==> config.mk <==
export PLATFORM = sky130hd
export DESIGN_NAME = lpkv_ram
export DESIGN_NICKNAME = d
export VERILOG_FILES = /design/src/lpkv_ram.sv
export SDC_FILE = /design/constraint.sdc
export NUM_CORES = 1
export LEC_CHECK = 0
export ABC_AREA = 1
export BUFFER_PORTS_ARGS = -buffer_cell sky130_fd_sc_hd__clkbuf_2
export CAP_MARGIN = 20
export CORE_ASPECT_RATIO = 0.7
export CORE_MARGIN = 2
export CORE_UTILIZATION = 46
export CTS_CLUSTER_DIAMETER = 150
export DETAILED_ROUTE_END_ITERATION = 10
export GPL_TIMING_DRIVEN = 0
export PLACE_DENSITY = 0.62
export SLEW_MARGIN = 40
export SYNTH_ARGS = -nofsm -noshare
export SYNTH_HDL_FRONTEND = slang
export SYNTH_SLANG_ARGS = --single-unit
==> constraint.sdc <==
create_clock -name clk -period 1.19 [get_ports clk]
set_clock_uncertainty 0.05 [all_clocks]
set_input_delay 0.119 -clock clk [delete_from_list [all_inputs] [get_ports clk]]
set_output_delay 0.119 -clock clk [all_outputs]
set_load 0.01 [all_outputs]
==> src/lpkv_ram.sv <==
// Generic simple dual-port RAM: one write port, one read port, registered read.
// No dependencies.
module lpkv_ram #(
  parameter int WIDTH = 8,
  parameter int DEPTH = 16
) (
  input  logic                     clk,
  input  logic                     we,
  input  logic [$clog2(DEPTH)-1:0] waddr,
  input  logic [WIDTH-1:0]         wdata,
  input  logic [$clog2(DEPTH)-1:0] raddr,
  output logic [WIDTH-1:0]         rdata
);

  logic [WIDTH-1:0] mem [DEPTH];

  // Write port
  always_ff @(posedge clk) begin
    if (we) begin
      mem[waddr] <= wdata;
    end
  end

  // Registered read port
  always_ff @(posedge clk) begin
    rdata <= mem[raddr];
  end

endmodule

==> results of run 1 <==
## layer usage
layer / global-route usage [%] / wire length, um
met1: 37.12 / 6931
met2: 30.88 / 6010
met3: 5.529 / 1350
met4: 5.181 / 114
met5: 0 / 0
## path summary, 6_finish.rpt
check / startpoint / end / slack (ns) / cells after the start
setup / recovery: mem[2][3] / rdata[3] / 0.08 / 6
hold / removal: raddr[2] / rdata[1] / 0.08 / 4
setup reg to reg: mem[2][3] / rdata[3] / 0.08 / 6
hold reg to reg: mem[11][2] / rdata[2] / 0.65 / 6
## flip-flops by register name, summed over array words and instances, names as in the netlist
register and count:
mem 128, rdata 8
## cells by family after synthesis
group | count (synthesis) | synth area share, %
and+or+nand+nor | 289 | 21.05
buffers and inverters | 126 | 9.525
DFF | 136 | 69.43
## cell type report
cell class / instances / area (um2)
multi-input combinational: 289 / 1249
timing repair buffer: 22 / 110.1
sequential: 136 / 4004
clock inverter: 13 / 135.1
tap: 162 / 202.7
fill: 1088 / 5654
inverter: 102 / 382.9
clock buffer: 19 / 432.9
buffer: 24 / 166.4
## placed cells by master, fill, tap and decap left out, drive strengths merged
| master | count |
|---|---|
| nand3 | 97 |
| nor2 | 17 |
| nand2 | 173 |
| nand3b | 2 |
| buf | 24 |
| clkbuf | 41 |
| inv | 102 |
| bufinv | 3 |
| edfxtp | 128 |
| dfxtp | 8 |
| clkinvlp | 1 |
| clkinv | 9 |
## what timing repair did
action,CTS,global route
resized for setup,2,4
endpoints found under the setup margin,32,24
cloned,0,0
endpoints found under the hold margin,0,0
## critical path: cells and delay by family, from the launching register on
family           cells  cell delay [ns]
flip-flops           1             0.37
AND/OR/NAND/NOR      6             0.57
## metrics by stage
step	hold slack [ns]	total power [mW]	utilization [%]
2_1_floorplan	0.1679	5.874	-
3_3_place_gp	0.4561	6.177	49.28
3_5_place_dp	0.4566	6.194	49.34
4_1_cts	0.08138	11.26	53.99
5_1_grt	0.1189	11.56	54.17
6_report	0.08347	11.23	54.17
## where the power goes
group | internal [mW] | total, mW | leakage, nW | switching, mW
combinational | 0.206 | 0.728 | 1.39 | 0.521
clock | 3.23 | 5.12 | 0.276 | 1.88
sequential | 5.36 | 5.38 | 1.22 | 0.0269
==> results_tabular.tex, run 1 <==
\begin{tabular}{lr}
\hline
Metric & Value \\
\hline
\multicolumn{2}{l}{\textbf{STA}} \\
\quad Slew Viols, Final & 0 \\
\quad Number of hold-slack violations in the final timing report & 0 \\
\quad Total setup violations reported at the end of the flow & 0 \\
\quad Unrepaired setup endpoints after global routing & false \\
\quad Time the final worst path needs with I/O delays and setup & 1.110 ns \\
\quad Worst slew pin tran & 0.7967 ns \\
\quad Fmax & 901.0 MHz \\
\quad Worst rel slew slack & 46.69\% \\
\quad Least setup slack across all paths after layout & 0.08012 ns \\
\quad Total Neg Setup Slack & 0 ns \\
\quad Period Utilization, post-route & 93.27\% \\
\multicolumn{2}{l}{\textbf{Synthesis}} \\
\quad Most frequent cells after synthesis & nand2\_1, edfxtp\_1, inv\_1 \\
\quad Sequential-to-total area share from yosys stat & 69.43\% \\
\quad Synth Area per Inst & 10.47 um2 \\
\quad Seq cells post-synth & 136 \\
\quad Mapped cell area & 5767 um2 \\
\quad Net count after synthesis & 569 \\
\quad Most common flop cell mapped by yosys & edfxtp\_1 \\
\quad Synth top area share & 66.65\% \\
\quad Yosys warnings & 0 \\
\quad Syn Inst Count & 551 \\
\quad Largest cells by area after synthesis & edfxtp\_1, nand2\_1, nand3\_1, inv\_1, dfxtp\_1 \\
\quad Post-synthesis cell type with the largest combined area & edfxtp\_1 \\
\quad Most common cell in the netlist & nand2\_1 \\
\quad Number of synthesized flops with an enable pin & 128 \\
\quad Unique cell type count in the Yosys netlist & 12 \\
\quad Post-synthesis async set-or-reset flop share & 0\% \\
\multicolumn{2}{l}{\textbf{Critical path}} \\
\quad Required time worst endpoint & 1.43 ns \\
\quad Standard cell with the maximum stage delay on the critical path & edfxtp\_1 \\
\quad Critical path endpoint category & flip-flop \\
\quad Classification of the worst setup path & reg2reg \\
\quad Most numerous cell on the critical path & nand2\_1 \\
\quad Startpoint type of the worst setup path & flip-flop \\
\quad Crit-path cells & nand2\_1 > nand2\_1 > nand2\_1 > nand3\_1 > nand3\_1 > nand2\_1 \\
\quad Signal arrival time at the worst endpoint & 1.35 ns \\
\quad Maximum single-stage delay on the critical path & 0.37 ns \\
\quad Critical Path Fanout Max & 1 \\
\multicolumn{2}{l}{\textbf{Routing}} \\
\quad Number of antenna-violating nets in the routed design & 0 \\
\quad Detailed-routing iteration count for the pre-antenna-repair pass & 5 \\
\quad Routed len/inst & 18.78 um \\
\quad Routed Wire Length & 14.41 mm \\
\quad Detail-routed via count per cell & 5.085 \\
\quad Number of violations reported at the end of detailed-routing iteration 0 & 561 \\
\quad Number of design rule violations left after detail routing & 0 \\
\quad Via count & 3,900 \\
\multicolumn{2}{l}{\textbf{Placement}} \\
\quad Buffers on Ports & 22 \\
\quad Post-Place Cell Area & 6087 um2 \\
\quad Last weighted congestion value of the routability-driven placer & 0.8890 \\
\quad HPWL after detailed placement & 9.339 mm \\
\quad Worst setup timing slack at the placement stage & -0.4888 ns \\
\quad Cell Count Post-Placement & 735 \\
\multicolumn{2}{l}{\textbf{CTS}} \\
\quad Clock input transition at the sequential cells of the worst setup and hold paths & 0.05 ns \\
\quad Clock sinks & 136 \\
\quad Buffer type at the clock tree root & clkbuf\_16 \\
\quad Worst-skew pair later-pin latency & 0.42 ns \\
\quad Clock H-tree levels & 4 \\
\quad Number of post-CTS setup repair buffers & 0 \\
\quad \# hold bufs at CTS & 0 \\
\quad Bufs on Longest Clock Path & 2 \\
\quad TritonCTS buffer count & 17 \\
\quad Clock tree from TritonCTS & done \\
\multicolumn{2}{l}{\textbf{Run status}} \\
\quad Result of the run & complete, no violations \\
\multicolumn{2}{l}{\textbf{Finish}} \\
\quad Antenna diodes & 0 \\
\quad Synthesis-to-finish area growth & 15.88\% \\
\quad Fraction of final layout cells with drive strength greater than 1 & 14.05\% \\
\quad Post-Layout Inst Area & 6683 um2 \\
\quad Final net count & 610 \\
\quad Post-route non-filler standard cell count & 767 \\
\multicolumn{2}{l}{\textbf{Die}} \\
\quad Total I/O pin count & 26 \\
\quad Number of cell rows & 34 \\
\quad Die Ht & 97.68 um \\
\quad Die Span X & 137.8 um \\
\quad Initial core utilization & 46.74\% \\
\quad Area of the core & 12,340 um2 \\
\quad Die Footprint & 13,460 um2 \\
\multicolumn{2}{l}{\textbf{Global routing}} \\
\quad Tot GR Track Use & 22.92\% \\
\quad Wire length of the first global-routing pass & 21.51 mm \\
\quad Total overflow reported by the global router & 0 \\
\quad Maximum number of pins on one net before global-route repair & 17 \\
\quad Vias in the first global route & 3,511 \\
\quad Initial antenna violation count & 0 \\
\multicolumn{2}{l}{\textbf{Min path}} \\
\quad Path category of the worst min-delay check & in2reg \\
\multicolumn{2}{l}{\textbf{Flow run}} \\
\quad Maxcap violations & 0 \\
\multicolumn{2}{l}{\textbf{Power}} \\
\quad Pwr/cell area & 1680 nW/um2 \\
\quad Maximum resistive drop on vdd & 0.001080 V \\
\quad Static leakage power & 2.888 nW \\
\hline
\end{tabular}
Power figures use the tool's default switching activity.
==> run 2: changes to the inputs <==
--- a/config.mk
+++ b/config.mk
@@ -8,13 +8,16 @@
 export ABC_AREA = 1
 export BUFFER_PORTS_ARGS = -buffer_cell sky130_fd_sc_hd__clkbuf_2
 export CAP_MARGIN = 20
+export CELL_PAD_IN_SITES_DETAIL_PLACEMENT = 1
+export CELL_PAD_IN_SITES_GLOBAL_PLACEMENT = 1
 export CORE_ASPECT_RATIO = 0.7
 export CORE_MARGIN = 2
-export CORE_UTILIZATION = 46
+export CORE_UTILIZATION = 44
+export CTS_BUF_LIST = sky130_fd_sc_hd__clkbuf_16
 export CTS_CLUSTER_DIAMETER = 150
 export DETAILED_ROUTE_END_ITERATION = 10
 export GPL_TIMING_DRIVEN = 0
-export PLACE_DENSITY = 0.62
+export PLACE_DENSITY = 0.72
 export SLEW_MARGIN = 40
 export SYNTH_ARGS = -nofsm -noshare
 export SYNTH_HDL_FRONTEND = slang
==> results_tabular.tex, run 2 (synthesis gave the netlist of run 1 again) <==
\begin{tabular}{lr}
\hline
Metric & Value \\
\hline
\multicolumn{2}{l}{\textbf{STA}} \\
\quad Total Neg Setup Slack & 0 ns (unchanged) \\
\quad Worst rel slew slack & 48.66\% (+2.0 points) \\
\quad Period Utilization, post-route & 97.12\% (+3.9 points) \\
\quad Total setup violations reported at the end of the flow & 0 (unchanged) \\
\quad Slew Viols, Final & 0 (unchanged) \\
\quad Least setup slack across all paths after layout & 0.03428 ns (-0.04584 ns) \\
\quad Time the final worst path needs with I/O delays and setup & 1.156 ns (+0.04584 ns) \\
\quad Worst hold slack across all endpoints & 0.08993 ns (+0.006456 ns) \\
\quad Number of hold-slack violations in the final timing report & 0 (unchanged) \\
\quad Fmax & 865.3 MHz (-4.0\%) \\
\quad Worst slew pin tran & 0.7672 ns (-0.02950 ns) \\
\quad Unrepaired setup endpoints after global routing & false \\
\multicolumn{2}{l}{\textbf{Finish}} \\
\quad Fraction of final layout cells with drive strength greater than 1 & 14.71\% (+0.66 points) \\
\quad Flip-flop count of the largest register, all copies and words added & 128 (unchanged) \\
\quad Most common cell after layout, fill and taps aside & nand2\_1 \\
\quad Top Registers & mem: 128 flops, rdata: 8 flops \\
\quad Final net count & 610 (unchanged) \\
\quad Antenna diodes & 0 (unchanged) \\
\quad Reg with most FFs & mem \\
\quad Commonest cells after routing, fill and taps aside & nand2\_1, edfxtp\_1, inv\_1 \\
\quad Synthesis-to-finish area growth & 16.16\% \\
\multicolumn{2}{l}{\textbf{Placement}} \\
\quad Last weighted congestion value of the routability-driven placer & 0.8237 (-7.3\%) \\
\quad Worst setup timing slack at the placement stage & -0.4753 ns (+0.01349 ns) \\
\quad HPWL after detailed placement & 10.66 mm (+14\%) \\
\quad Buffers on Ports & 22 (unchanged) \\
\multicolumn{2}{l}{\textbf{Flow run}} \\
\quad Maxcap violations & 0 (unchanged) \\
\multicolumn{2}{l}{\textbf{CTS}} \\
\quad Clock H-tree levels & 4 (unchanged) \\
\quad TritonCTS buffer count & 17 (unchanged) \\
\quad Buffer type at the clock tree root & clkbuf\_16 \\
\quad Worst-skew pair later-pin latency & 0.43 ns (about the same) \\
\quad Clock tree from TritonCTS & done \\
\quad Clock input transition at the sequential cells of the worst setup and hold paths & 0.06 ns (about the same) \\
\quad Bufs on Longest Clock Path & 2 (unchanged) \\
\quad \# hold bufs at CTS & 0 (unchanged) \\
\quad Clock sinks & 136 (unchanged) \\
\multicolumn{2}{l}{\textbf{Critical path}} \\
\quad Critical Path Fanout Max & 1 (unchanged) \\
\quad Most numerous cell on the critical path & nand3\_1 \\
\quad Number of buffers and inverters on the critical path & 1 (+1) \\
\quad Maximum single-stage delay on the critical path & 0.37 ns (about the same) \\
\quad Cell family with most CP delay & simple AND/OR/NAND/NOR gates \\
\quad Classification of the worst setup path & reg2reg \\
\quad Standard cell with the maximum stage delay on the critical path & edfxtp\_1 \\
\quad Critical path endpoint category & flip-flop \\
\quad Crit-path cells & inv\_1 > nand2\_1 > nand3\_1 > nand3\_1 > nand3\_1 > nand2\_1 \\
\quad Startpoint type of the worst setup path & flip-flop \\
\quad Required time worst endpoint & 1.45 ns (+0.02 ns) \\
\quad Signal arrival time at the worst endpoint & 1.41 ns (+0.06 ns) \\
\multicolumn{2}{l}{\textbf{Global routing}} \\
\quad Tot GR Track Use & 25.02\% (+2.1 points) \\
\quad Initial antenna violation count & 0 (unchanged) \\
\quad Wire length of the first global-routing pass & 24.94 mm (+16\%) \\
\quad Vias in the first global route & 4,119 (+17\%) \\
\quad Total overflow reported by the global router & 0 (unchanged) \\
\quad Maximum number of pins on one net before global-route repair & 17 (unchanged) \\
\multicolumn{2}{l}{\textbf{Routing}} \\
\quad Number of design rule violations left after detail routing & 0 (unchanged) \\
\quad Via count & 4,083 (+4.7\%) \\
\quad Detail-routed via count per cell & 5.323 (+4.7\%) \\
\quad Routed len/inst & 21.18 um (+13\%) \\
\quad Routed Wire Length & 16.24 mm (+13\%) \\
\quad Number of antenna-violating nets in the routed design & 0 (unchanged) \\
\quad Detailed-routing iteration count for the pre-antenna-repair pass & 4 (-1) \\
\quad Number of violations reported at the end of detailed-routing iteration 0 & 407 (-27\%) \\
\multicolumn{2}{l}{\textbf{Run status}} \\
\quad Result of the run & complete, no violations \\
\multicolumn{2}{l}{\textbf{Die}} \\
\quad Initial core utilization & 45.80\% (-0.95 points) \\
\quad Number of cell rows & 34 (unchanged) \\
\quad Total I/O pin count & 26 (unchanged) \\
\quad Die Span X & 140.8 um (+2.2\%) \\
\quad Area of the core & 12,590 um2 (+2.1\%) \\
\quad Die Footprint & 14,050 um2 (+4.4\%) \\
\quad Die Ht & 99.79 um (+2.2\%) \\
\multicolumn{2}{l}{\textbf{Min path}} \\
\quad Path category of the worst min-delay check & in2reg \\
\multicolumn{2}{l}{\textbf{Power}} \\
\quad Pwr/cell area & 1702 nW/um2 (+1.3\%) \\
\quad Maximum resistive drop on vdd & 0.001212 V (+12\%) \\
\quad Static leakage power & 2.903 nW (+0.53\%) \\
\quad Total power & 11.40 mW (+1.5\%) \\
\hline
\end{tabular}
-- run 2: layout make-up --
cell class                 instances  area [um2]
buffer                            24       166.4
clock buffer                      17       425.4
clock inverter                    15       158.9
fill                            1369        5893
inverter                         102       382.9
multi-input combinational        289        1249
sequential                       136        4004
tap                              162       202.7
timing repair buffer              22       110.1
-- run 2: worst min-delay path: cells and delay by family --
family / cells / cell delay (ns)
and+or+nand+nor: 3 / 0.26
buffers and inverters: 1 / 0.16
-- run 2: final timing paths --
path | start | endpoint | slack (ns) | depth (start not counted)
setup / recovery | mem[1][0] | rdata[0] | 0.03 | 6
hold / removal | raddr[2] | rdata[5] | 0.09 | 4
setup reg to reg | mem[1][0] | rdata[0] | 0.03 | 6
hold reg to reg | mem[6][7] | rdata[7] | 0.64 | 6
-- run 2: per-layer routing --
layer / routed length, um / GRT usage (%) / up-vias
met5: 0 / 0 / -
met1: 7671 / 36.75 / 2068
met2: 7250 / 37.30 / 128
li1: - / - / 1861
met3: 996 / 4.914 / 26
met4: 324 / 9.538 / 0
-- run 2: per-stage QoR --
step                util (%)  area (um2)  cells
finish                 53.20        6699    767
floorplan                  -        5767    551
global placement       48.28        6080    735
CTS                    53.06        6681    767
global route           53.20        6699    767
detailed placement     48.34        6087    735
-- run 2: what timing repair did --
item / in CTS / in global routing
endpoints found under the setup margin: 24 / 24
resized for setup: 4 / 4
setup buffers: 0 / 0
pin swaps: 0 / 0
-- run 2: power breakdown --
| group | leakage [nW] | switching, mW | internal [mW] |
|---|---|---|---|
| clock | 0.291 | 2.00 | 3.26 |
| combinational | 1.39 | 0.550 | 0.206 |
| sequential | 1.22 | 0.0302 | 5.36 |
| total | 2.90 | 2.58 | 8.82 |
==> run 3: changes to the inputs <==
--- a/config.mk
+++ b/config.mk
@@ -12,7 +12,7 @@
 export CELL_PAD_IN_SITES_GLOBAL_PLACEMENT = 1
 export CORE_ASPECT_RATIO = 0.7
 export CORE_MARGIN = 2
-export CORE_UTILIZATION = 44
+export CORE_UTILIZATION = 46
 export CTS_BUF_LIST = sky130_fd_sc_hd__clkbuf_16
 export CTS_CLUSTER_DIAMETER = 150
 export DETAILED_ROUTE_END_ITERATION = 10
==> constraint.sdc (replaced) <==
create_clock -name clk -period 1.4 [get_ports clk]
set_clock_uncertainty 0.05 [all_clocks]
set_input_delay 0.14 -clock clk [delete_from_list [all_inputs] [get_ports clk]]
set_output_delay 0.14 -clock clk [all_outputs]
set_load 0.01 [all_outputs]
==> results_tabular.tex, run 3 (synthesis gave the netlist of run 1 again) <==
\begin{tabular}{lr}
\hline
Metric & Value \\
\hline
\multicolumn{2}{l}{\textbf{Run status}} \\
\quad Result of the run & complete, no violations \\
\multicolumn{2}{l}{\textbf{Critical path}} \\
\quad Maximum single-stage delay on the critical path & 0.74 ns (+0.37 ns) \\
\quad Critical path endpoint category & flip-flop \\
\quad Classification of the worst setup path & in2reg \\
\quad Cell family with most CP delay & simple AND/OR/NAND/NOR gates \\
\quad Required time worst endpoint & 1.40 ns (-0.05 ns) \\
\quad Critical Path Fanout Max & 8 (+7) \\
\quad Startpoint of the worst-slack reg-to-reg timing path & mem[1][0] \\
\quad Number of buffers and inverters on the critical path & 1 (unchanged) \\
\quad Signal arrival time at the worst endpoint & 1.30 ns (-0.11 ns) \\
\quad Crit-path cells & clkbuf\_2 > nand3b\_1 > nor2\_1 \\
\quad Launching instance or port of the critical path & waddr[3] \\
\quad Worst reg2reg path depth & 6 (unchanged) \\
\quad Standard cell with the maximum stage delay on the critical path & nor2\_1 \\
\quad Startpoint type of the worst setup path & primary input \\
\quad FF-to-FF setup slack & 0.27 ns (+0.24 ns) \\
\quad Worst path depth & 3 (-3) \\
\multicolumn{2}{l}{\textbf{Power}} \\
\quad Total power & 9.416 mW (-17\%) \\
\quad Switching share of power & 22.63\% (about the same) \\
\quad Psw & 2.131 mW (-17\%) \\
\quad Pwr/cell area & 1415 nW/um2 (-17\%) \\
\quad Static leakage power & 2.893 nW (-0.36\%) \\
\quad Combinational share of power & 6.8\% (+0.2 points) \\
\quad Share of total power in the clock network & 44.6\% (-1.5 points) \\
\quad Power share of the sequential group & 48.6\% (+1.3 points) \\
\quad Maximum resistive drop on vdd & 0.0008503 V (-30\%) \\
\quad Cell Int Power & 7.286 mW (-17\%) \\
\multicolumn{2}{l}{\textbf{STA}} \\
\quad Worst slew pin tran & 0.8688 ns (+0.1016 ns) \\
\quad Worst rel slew slack & 41.87\% (-6.8 points) \\
\quad Total Neg Setup Slack & 0 ns (unchanged) \\
\quad Fmax & 768.5 MHz \\
\quad Number of hold-slack violations in the final timing report & 0 (unchanged) \\
\quad Period Utilization, post-route & 92.94\% \\
\quad Slew Viols, Final & 0 (unchanged) \\
\quad Total setup violations reported at the end of the flow & 0 (unchanged) \\
\quad Unrepaired setup endpoints after global routing & false \\
\quad Time the final worst path needs with I/O delays and setup & 1.301 ns \\
\multicolumn{2}{l}{\textbf{Min path}} \\
\quad Path category of the worst min-delay check & in2reg \\
\quad Beginning of the worst hold path & raddr[2] \\
\quad Number of cells on the worst hold path & 4 (unchanged) \\
\multicolumn{2}{l}{\textbf{CTS}} \\
\quad \# hold bufs at CTS & 0 (unchanged) \\
\quad Clock sinks & 136 (unchanged) \\
\quad Number of post-CTS setup repair buffers & 0 (unchanged) \\
\quad Clock H-tree levels & 4 (unchanged) \\
\quad Worst-skew pair later-pin latency & 0.42 ns (about the same) \\
\quad Post-cts gate resize count & 0 (-4) \\
\quad TritonCTS buffer count & 17 (unchanged) \\
\quad Bufs on Longest Clock Path & 2 (unchanged) \\
\quad Buffer type at the clock tree root & clkbuf\_16 \\
\quad Clock input transition at the sequential cells of the worst setup and hold paths & 0.06 ns (about the same) \\
\quad Clock tree from TritonCTS & done \\
\multicolumn{2}{l}{\textbf{Die}} \\
\quad Total I/O pin count & 26 (unchanged) \\
\quad Area of the core & 12,340 um2 (-2.0\%) \\
\quad Die Footprint & 13,460 um2 (-4.2\%) \\
\quad Number of cell rows & 34 (unchanged) \\
\quad Die Span X & 137.8 um (-2.1\%) \\
\quad Initial core utilization & 46.74\% (+0.95 points) \\
\quad Die Ht & 97.68 um (-2.1\%) \\
\multicolumn{2}{l}{\textbf{Finish}} \\
\quad Commonest cells after routing, fill and taps aside & nand2\_1, edfxtp\_1, inv\_1 \\
\quad Post-Layout Inst Area & 6654 um2 (-0.67\%) \\
\quad Post-route non-filler standard cell count & 767 (unchanged) \\
\quad Flip-flop count of the largest register, all copies and words added & 128 (unchanged) \\
\quad Fraction of final layout cells with drive strength greater than 1 & 13.55\% (-1.2 points) \\
\quad Area of combinational cells with multiple inputs & 1239 um2 (-0.80\%) \\
\quad Most common cell after layout, fill and taps aside & nand2\_1 \\
\quad Top Registers & mem: 128 flops, rdata: 8 flops \\
\quad Final net count & 610 (unchanged) \\
\quad Fill count & 1,358 (-0.80\%) \\
\quad Reg with most FFs & mem \\
\quad Antenna diodes & 0 (unchanged) \\
\quad Synthesis-to-finish area growth & 15.38\% \\
\quad Flip-flop and latch area & 4004 um2 (unchanged) \\
\multicolumn{2}{l}{\textbf{Placement}} \\
\quad Cell Count Post-Placement & 735 (unchanged) \\
\quad Last weighted congestion value of the routability-driven placer & 0.8556 (+3.9\%) \\
\quad Post-Place Cell Area & 6085 um2 (about the same) \\
\quad HPWL after detailed placement & 10.56 mm (-0.92\%) \\
\quad Buffers on Ports & 22 (unchanged) \\
\multicolumn{2}{l}{\textbf{Routing}} \\
\quad Detail-routed via count per cell & 5.209 (-2.2\%) \\
\quad Detailed-routing iteration count for the pre-antenna-repair pass & 5 (+1) \\
\quad Number of antenna-violating nets in the routed design & 0 (unchanged) \\
\quad Number of design rule violations left after detail routing & 0 (unchanged) \\
\quad Routed Wire Length & 15.92 mm (-2.0\%) \\
\quad Routed len/inst & 20.76 um (-2.0\%) \\
\quad Number of violations reported at the end of detailed-routing iteration 0 & 225 (-45\%) \\
\quad Via count & 3,995 (-2.2\%) \\
\multicolumn{2}{l}{\textbf{Global routing}} \\
\quad Wire length of the first global-routing pass & 24.16 mm (-3.1\%) \\
\quad Tot GR Track Use & 25.65\% (+0.63 points) \\
\quad Total overflow reported by the global router & 0 (unchanged) \\
\quad Initial antenna violation count & 0 (unchanged) \\
\quad Maximum number of pins on one net before global-route repair & 17 (unchanged) \\
\quad Vias in the first global route & 4,078 (-1.0\%) \\
\multicolumn{2}{l}{\textbf{Flow run}} \\
\quad Maxcap violations & 0 (unchanged) \\
\hline
\end{tabular}
-- run 3: changes by cell type in the layout (fill, tap and decap cells not counted) --
cell / change
clkinv_2: -1
inv_1: +4
clkinvlp_4: +2
bufinv_16: -1
clkinv_1: -1
inv_6: -2
clkinv_4: -1
nor2_2: -4
nor2_1: +4
-- run 3: metal layers --
layer | global-route usage, % | part of all wire [%]
met1 | 37.76 | 49
met5 | 0 | 0
met3 | 6.260 | 5.4
met4 | 8.556 | 2.1
met2 | 37.39 | 44
-- run 3: cell type report --
class,count,area share [%]
Buffer,24,2.501
Clock buffer,17,6.393
Clock inverter,15,1.862
Inverter,102,5.754
Multi-Input combinational cell,289,18.62
Sequential cell,136,60.17
Tap cell,162,3.046
Timing Repair Buffer,22,1.655
-- run 3: metrics by stage --
| step | hold WS, ns | setup WS, ns | util [%] |
|---|---|---|---|
| global placement | 0.4797 | -0.3097 | 49.28 |
| finish | 0.1332 | 0.09879 | 53.94 |
| floorplan | 0.1889 | 0.2592 | - |
| CTS | 0.1304 | 0.1047 | 53.77 |
| detailed placement | 0.4772 | -0.3378 | 49.32 |
| global route | 0.1504 | 0.06861 | 53.94 |
-- run 3: worst paths after layout --
kind / end
min: rdata[4]
max reg2reg: rdata[0]
min reg2reg: rdata[7]
max: mem[4][0]
-- run 3: worst reg2reg max path, cell delays in order, from the launching register on --
cell,delay [ns]
edfxtp_1,0.36
inv_1,0.07
nand2_1,0.06
nand3_1,0.08
nand3_1,0.15
nand3_1,0.14
nand2_1,0.09
-- run 3: power groups by stage --
stage	combinational, mW	sequential, mW	clock (mW)
6_report	0.636	4.58	4.20
5_1_grt	0.699	4.59	4.37
4_1_cts	0.633	4.58	4.22
3_5_place_dp	0.625	4.66	0
3_3_place_gp	0.608	4.66	0
2_1_floorplan	0.321	4.67	0
